[src/rtl/core/crbd_pkg.sv]
// shared types and constants for the cat reply band decoder
package crbd_pkg;

	localparam int LINE_DEPTH = 64;
	localparam int IDX_W      = $clog2(LINE_DEPTH);
	localparam int FIELD_POS  = 5;
	localparam int FIELD_LEN  = 5;
	localparam int KHZ_W      = 17;
	localparam int PADDR_W    = 3;

	localparam logic [7:0] CHAR_I    = 8'h49;
	localparam logic [7:0] CHAR_F    = 8'h46;
	localparam logic [7:0] CHAR_SEMI = 8'h3B;
	localparam logic [7:0] CHAR_ZERO = 8'h30;
	localparam logic [7:0] CHAR_NINE = 8'h39;

	localparam logic FUNC_BYTE = 1'b0;
	localparam logic FUNC_POLL = 1'b1;

	localparam logic [PADDR_W-1:0] ADDR_MISS_LIMIT = 3'd0;
	localparam logic [3:0]         MISS_LIMIT_RST  = 4'd3;

	localparam logic [3:0] BAND_NONE = 4'd0;
	localparam logic [3:0] BAND_160M = 4'd1;
	localparam logic [3:0] BAND_80M  = 4'd2;
	localparam logic [3:0] BAND_40M  = 4'd3;
	localparam logic [3:0] BAND_20M  = 4'd4;
	localparam logic [3:0] BAND_15M  = 4'd5;
	localparam logic [3:0] BAND_10M  = 4'd6;
	localparam logic [3:0] BAND_30M  = 4'd7;
	localparam logic [3:0] BAND_17M  = 4'd8;
	localparam logic [3:0] BAND_12M  = 4'd9;

	typedef struct packed {
		logic       func;
		logic [7:0] rx_byte;
	} item_t;

	typedef struct packed {
		logic       band_update;
		logic [3:0] band;
		logic       led_toggle;
	} result_t;

	typedef struct packed {
		logic       if_hit;
		logic       field_ok;
		logic [3:0] band;
	} field_res_t;

endpackage

[src/rtl/core/crbd_field.sv]
// reply header check, frequency field conversion and band lookup
module crbd_field
	import crbd_pkg::*;
(
	input  logic [1:0][7:0]           hdr,
	input  logic [FIELD_LEN-1:0][7:0] fld,
	output field_res_t                res
);

	logic [KHZ_W-1:0] khz;
	logic             done;
	logic             ok;

	function automatic logic [3:0] map_band(input logic [KHZ_W-1:0] f);
		logic [3:0] b;
		b = BAND_NONE;
		if (f >= 17'd1810 && f <= 17'd2000)        b = BAND_160M;
		else if (f >= 17'd3500 && f <= 17'd3800)   b = BAND_80M;
		else if (f >= 17'd7000 && f <= 17'd7200)   b = BAND_40M;
		else if (f >= 17'd14000 && f <= 17'd14350) b = BAND_20M;
		else if (f >= 17'd21000 && f <= 17'd21450) b = BAND_15M;
		else if (f >= 17'd28000 && f <= 17'd29700) b = BAND_10M;
		else if (f >= 17'd10100 && f <= 17'd10150) b = BAND_30M;
		else if (f >= 17'd18068 && f <= 17'd18168) b = BAND_17M;
		else if (f >= 17'd24890 && f <= 17'd25140) b = BAND_12M;
		return b;
	endfunction

	// digits are taken up to the first zero byte; a non-digit byte before it marks the field bad
	always_comb begin
		khz  = '0;
		done = 1'b0;
		ok   = 1'b1;
		for (int i = 0; i < FIELD_LEN; i++) begin
			if (!done) begin
				if (fld[i] == 8'h00) begin
					done = 1'b1;
				end else if (fld[i] < CHAR_ZERO || fld[i] > CHAR_NINE) begin
					ok   = 1'b0;
					done = 1'b1;
				end else begin
					khz = KHZ_W'(khz * 17'd10 + KHZ_W'(fld[i] - CHAR_ZERO));
				end
			end
		end
	end

	assign res.if_hit   = (hdr[0] == CHAR_I) && (hdr[1] == CHAR_F);
	assign res.field_ok = ok;
	assign res.band     = map_band(khz);

endmodule

[src/rtl/core/cat_reply_band_decoder_unit.sv]
// Decodes transceiver CAT replies and poll ticks into band selections. One request is
// accepted every clock cycle unless stalled; each gives exactly one result after the
// input register and the result register. The line index, miss counter and the stored
// line bytes are updated as a request leaves the input register, so back-to-back requests
// see each other's effects in order. Only the line positions that the decoder reads
// (header and frequency field) are held in flops; the rest of the line is never looked at.
module cat_reply_band_decoder_unit
	import crbd_pkg::*;
(
	input  logic               clk,
	input  logic               arst_n,
	input  logic               psel,
	input  logic               penable,
	input  logic               pwrite,
	input  logic [PADDR_W-1:0] paddr,
	input  logic [31:0]        pwdata,
	output logic [31:0]        prdata,
	output logic               pready,
	input  logic               item_valid,
	output logic               item_stall,
	input  item_t              item,
	output logic               res_valid,
	input  logic               res_stall,
	output result_t            res
);

	logic [3:0]                miss_limit_q;
	logic [3:0]                miss_q;
	logic [IDX_W-1:0]          widx_q;
	logic [1:0][7:0]           hdr_q;
	logic [FIELD_LEN-1:0][7:0] fld_q;

	logic                      valid_s1;
	item_t                     item_s1;

	logic                      adv;
	logic                      is_byte;
	logic [1:0][7:0]           hdr_v;
	logic [FIELD_LEN-1:0][7:0] fld_v;
	field_res_t                fres;
	logic [3:0]                miss_inc;
	logic                      semi;
	result_t                   res_d;
	logic [3:0]                miss_d;
	logic [IDX_W-1:0]          widx_d;

	// config port
	assign pready = 1'b1;
	assign prdata = (paddr == ADDR_MISS_LIMIT) ? {28'd0, miss_limit_q} : 32'd0;

	always_ff @(posedge clk or negedge arst_n) begin
		if (!arst_n) begin
			miss_limit_q <= MISS_LIMIT_RST;
		end else if (psel && penable && pwrite && paddr == ADDR_MISS_LIMIT) begin
			miss_limit_q <= pwdata[3:0];
		end
	end

	// handshake
	assign adv        = valid_s1 && (!res_valid || !res_stall);
	assign item_stall = valid_s1 && !adv;

	always_ff @(posedge clk or negedge arst_n) begin
		if (!arst_n) begin
			valid_s1 <= 1'b0;
		end else if (!item_stall) begin
			valid_s1 <= item_valid;
		end
	end

	always_ff @(posedge clk) begin
		if (item_valid && !item_stall) begin
			item_s1 <= item;
		end
	end

	// line as seen with this byte already written
	assign is_byte = (item_s1.func == FUNC_BYTE);

	always_comb begin
		for (int p = 0; p < 2; p++) begin
			hdr_v[p] = (is_byte && widx_q == IDX_W'(p)) ? item_s1.rx_byte : hdr_q[p];
		end
		for (int p = 0; p < FIELD_LEN; p++) begin
			fld_v[p] = (is_byte && widx_q == IDX_W'(FIELD_POS + p)) ?
				item_s1.rx_byte : fld_q[p];
		end
	end

	crbd_field u_field (
		.hdr (hdr_v),
		.fld (fld_v),
		.res (fres)
	);

	assign miss_inc = miss_q + 4'd1;
	assign semi     = is_byte && (item_s1.rx_byte == CHAR_SEMI);

	always_comb begin
		res_d  = '0;
		miss_d = miss_q;
		widx_d = widx_q;
		if (!is_byte) begin
			miss_d = miss_inc;
			if (miss_inc >= miss_limit_q) begin
				res_d.band_update = 1'b1;
				res_d.band        = BAND_NONE;
				miss_d            = 4'd0;
			end
		end else if (semi) begin
			widx_d = '0;
			miss_d = 4'd0;
			if (fres.if_hit) begin
				res_d.led_toggle = 1'b1;
				if (fres.field_ok) begin
					res_d.band_update = 1'b1;
					res_d.band        = fres.band;
				end
			end
		end else if (widx_q == IDX_W'(LINE_DEPTH - 1)) begin
			widx_d = '0;
		end else begin
			widx_d = widx_q + IDX_W'(1);
		end
	end

	always_ff @(posedge clk or negedge arst_n) begin
		if (!arst_n) begin
			miss_q <= 4'd0;
			widx_q <= '0;
			hdr_q  <= '0;
			fld_q  <= '0;
		end else if (adv) begin
			miss_q <= miss_d;
			widx_q <= widx_d;
			hdr_q  <= hdr_v;
			fld_q  <= fld_v;
		end
	end

	// result register
	always_ff @(posedge clk or negedge arst_n) begin
		if (!arst_n) begin
			res_valid <= 1'b0;
		end else if (!res_valid || !res_stall) begin
			res_valid <= valid_s1;
		end
	end

	always_ff @(posedge clk) begin
		if (adv) begin
			res <= res_d;
		end
	end

`ifndef NO_ASSERTIONS
	a_band_needs_update: assert property (@(posedge clk) disable iff (!arst_n)
		res_valid && !res.band_update |-> res.band == BAND_NONE)
		else $error("band set without update");

	a_band_range: assert property (@(posedge clk) disable iff (!arst_n)
		res_valid |-> res.band <= BAND_12M)
		else $error("band code out of range");

	a_index_range: assert property (@(posedge clk) disable iff (!arst_n)
		widx_q <= IDX_W'(LINE_DEPTH - 1))
		else $error("write index beyond line depth");

	a_semi_resets: assert property (@(posedge clk) disable iff (!arst_n)
		adv && semi |=> widx_q == '0 && miss_q == 4'd0)
		else $error("line end did not reset index and miss count");

	a_stall_only_full: assert property (@(posedge clk) disable iff (!arst_n)
		item_stall |-> valid_s1 && res_valid && res_stall)
		else $error("input stalled with room downstream");
`endif

endmodule
[config.mk]
export PLATFORM = sky130hd
export DESIGN_NAME = cat_reply_band_decoder_unit
export DESIGN_NICKNAME = d
export VERILOG_FILES = /design/src/rtl/core/crbd_pkg.sv /design/src/rtl/core/crbd_field.sv /design/src/rtl/core/cat_reply_band_decoder_unit.sv
export SDC_FILE = /design/constraint.sdc
export NUM_CORES = 1
export LEC_CHECK = 0
export ABC_AREA = 1
export ABC_CLOCK_PERIOD_IN_PS = 15000
export BUFFER_PORTS_ARGS = -buffer_cell sky130_fd_sc_hd__buf_2
export CAP_MARGIN = 20
export CORE_MARGIN = 5
export CORE_UTILIZATION = 30
export DETAILED_ROUTE_END_ITERATION = 8
export PLACE_DENSITY = 0.46
export RECOVER_POWER = 50
export SYNTH_ARGS = -nofsm -noshare
export SYNTH_HDL_FRONTEND = slang
export SYNTH_HIERARCHICAL = 1
export SYNTH_SLANG_ARGS = --single-unit
[constraint.sdc]
create_clock -name clk -period 15 [get_ports clk]
set_clock_uncertainty 0.05 [all_clocks]
set_input_delay 0 -clock clk [delete_from_list [all_inputs] [get_ports clk]]
set_output_delay 0 -clock clk [all_outputs]
set_load 0.1 [all_outputs]
==> flow_summary_export.csv <==
group,metric,value,unit
run_status,run_status,"finished, violations left",
run_status,violations,"capacitance limit, slew limit",
finish,num_antenna_cells,0,
timing,post-route-period-util,85.7,%
finish,area_delta_synth_final,8.33,%
timing,slew_viol_final,55,
clocking,htreeDepth,3,
pwr,p_leak,8.44,nW
pwr,power_frac_clock,9.9,%
clocking,cts_tree,"built",
clocking,clock_sinks,87,
yosys,syn_avg_cell_area,6.29,µm²
yosys,ys.flop_type,"dfrtp_1",
pwr,powerDensity,162,nW/µm²
routing,drt-pass1-iter-count,7,
yosys,synth_cell_types,56,
global_route,antenna_found_initial,0,
pwr,peakVddDrop,90.6,µV
clocking,clkSlewWorstSetupHoldPaths,0.06,ns
clocking,cts_root_buf,"clkbuf_16",
setup_path,r2r_end,"res[1]",
finish,fillCellCount,4945,
finish,final_common_cell,"nand2_1",
setup_path,required,15.14,ns
setup_path,start_kind,"register",
finish,final_nets,2400,
placed_design,placed_cells,2735,
timing,rsz0062_at_grt,"false",
yosys,ys_ff_latch,87,
timing,tns,0,ns
timing,period_needed,12.86,ns
yosys,synth-edff-count,15,
pwr,p_switching,0.00130,W
placed_design,post-dp-hpwl,30500,µm
timing,max_freq,0.0777,GHz
clocking,numCtsBuffers,9,
setup_path,crit_type,"register to register",
finish,final_cells,2768,
die,die_w,221,µm
pwr,pwr-share-seq,15.2,%
die,die_area,49000,µm²
routing,drc,0,
timing,finalHoldViolations,0,
setup_path,timing.rr.start,"widx_q[1]",
global_route,grt.total_usage,15.0,%
die,fp.dieH,221,µm
timing,relSlewSlack,-103,%
placed_design,numPortBuffers,34,
timing,finalWorstSetupSlack,2.14,ns
die,start_util,30.3,%
die,num_io_pins,92,
yosys,syn_inst,2133,
pwr,comb_power_share,74.9,%
setup_path,rrSetupSlack,2.14,ns
placed_design,place.gp.congestion,0.879,
routing,vias,13000,
setup_path,cpMaxStageDelayCell,"fa_1",
setup_path,cpPeakStageDelay,0.43,ns
global_route,grt_pass1_wl,62200,µm
setup_path,arrival,13.00,ns
setup_path,rr_worst_depth,78,
clocking,clockBufferDepth,2,
setup_path,startpoint,"widx_q[1]",
routing,postRouteAntennaNets,0,
yosys,ys_warn_count,6,
global_route,grt_max_degree,75,
setup_path,cpMostUsedCell,"nand2_1",
clocking,insertion_delay,0.34,ns
yosys,synth_seq_area_share,16.8,%
routing,via_per_inst,4.69,
timing,finalSetupViolCount,0,
pwr,swShare,55.2,%
clocking,cts_setup_buffers,0,
setup_path,crit_end,"res[1]",
finish,mostFrequentLayoutCells,"nand2_1 (592), inv_1 (355), nand3_1 (170), ha_1 (170), nor2_1 (154)",
placed_design,dp_slack,2.18,ns
routing,drt_wl_total,37100,µm
global_route,globalRouteOverflowTotal,0,
setup_path,end_kind,"register",
worst_hold_path,hold_path.class,"input port to register",
timing,tightest_slew,3.04,ns
yosys,async_flop_share,82.8,%
clocking,cts.hold.buffers_added,16,
yosys,synth_area,13400,µm²
routing,wl_per_cell,13.4,µm
pwr,p_int,0.00106,W
setup_path,path_max_fanout,16,
routing,drt_iter0_drc,751,
job,maxCapViolations,1,
clocking,cts-resized-gates,0,
global_route,grt_pass1_vias,12400,
finish,drive_above_1_share,5.79,%
die,core_area,44200,µm²
die,rows,77,
[stage by stage]
stage	power, W	instance area, µm²	hold WS (ns)	utilization (%)
2_1_floorplan	0.00177	13500	-0.346	-
3_3_place_gp	0.00210	14100	0.127	31.8
3_5_place_dp	0.00212	14100	0.128	31.8
4_1_cts	0.00237	14500	0.0550	32.9
5_1_grt	0.00266	14500	0.0927	32.8
6_report	0.00236	14500	0.0618	32.8
[routing by layer]
metal | vias to the layer above | GRT usage [%] | wire (µm)
met5 | - | 0 | 0
met4 | 0 | 3.10 | 567
met3 | 32 | 0.941 | 924
met2 | 201 | 25.4 | 16700
met1 | 5877 | 21.4 | 18900
li1 | 6869 | - | -
[cell families (layout without fill, tap and decap cells)]
kind of cell	Yosys count	count (layout)	synth area share (%)
other	3	34	0.0840
AND/OR/NAND/NOR	1073	1073	35.7
adder cells (fa/ha/maj)	178	178	17.1
flip-flops	87	87	16.8
AO/OA/AOI/OAI	283	283	11.7
XOR/XNOR	82	82	5.36
buffers and inverters	427	439	13.3
[power groups by stage]
stage | sequential (W) | clock, W | combinational (W)
floorplan | 0.000366 | 0 | 0.00140
global placement | 0.000362 | 0 | 0.00174
detailed placement | 0.000363 | 0 | 0.00175
CTS | 0.000359 | 0.000241 | 0.00177
global route | 0.000370 | 0.000250 | 0.00205
finish | 0.000359 | 0.000232 | 0.00177
[worst min-delay path by stage]
stage                       start         endpoint  slack (ns)  depth (start not counted)
after global placement    item[6]       item_s1[6]        0.13                          1
after CTS                  pwrite  miss_limit_q[0]        0.05                          3
final                      pwrite  miss_limit_q[0]        0.06                          3
after global routing       pwrite  miss_limit_q[1]        0.09                          3
after detailed placement  item[2]       item_s1[2]        0.13                          1
after floorplan            arst_n         fld_q[0]       -0.35                          0
[registers in the layout (all words and copies together), names as in the netlist]
name / cells
fld_q: 40
hdr_q: 16
item_s1: 9
res: 6
widx_q: 6
miss_limit_q: 4
miss_q: 4
res_valid: 1
valid_s1: 1
[area by class of cell]
type	count	area, µm²	share of cell area [%]
Clock inverter	2	37.5	0.258
Tap cell	592	741	5.10
Sequential cell	87	2250	15.5
Timing Repair Buffer	52	333	2.29
Clock buffer	14	274	1.89
Inverter	371	1390	9.59
Multi-Input combinational cell	1650	9490	65.4
[critical path, delay by kind of cell (launching register included)]
family / cells / cell delay [ns]
AOI/OAI and AO/OA: 8 / 1.95
and+or+nand+nor: 36 / 3.90
adders and majority gates: 15 / 4.47
buffers and inverters: 15 / 1.26
DFF: 1 / 0.40
xor gates and xnor gates: 4 / 0.62
[Yosys cell counts (9+ instances only)]
cell type	number	area, µm²
dfrtp_1	70	1750
nor2_1	154	578
buf_2	9	45.0
o21ai_0	64	320
nand2_1	593	2230
o21bai_1	13	97.6
nor2_2	12	75.1
nand2_2	14	87.6
xnor2_1	40	350
ha_1	170	2130
a31oi_1	10	62.6
nand3_1	170	851
nand4_1	33	206
buf_4	34	255
inv_1	355	1330
o21ai_1	50	250
xor2_1	42	368
and2_1	28	175
or2_2	9	56.3
a21oi_1	108	541
edfxtp_1	15	450
nand3b_1	10	75.1
inv_2	16	60.1
nor3_1	12	60.1
Power figures use the tool's default switching activity.
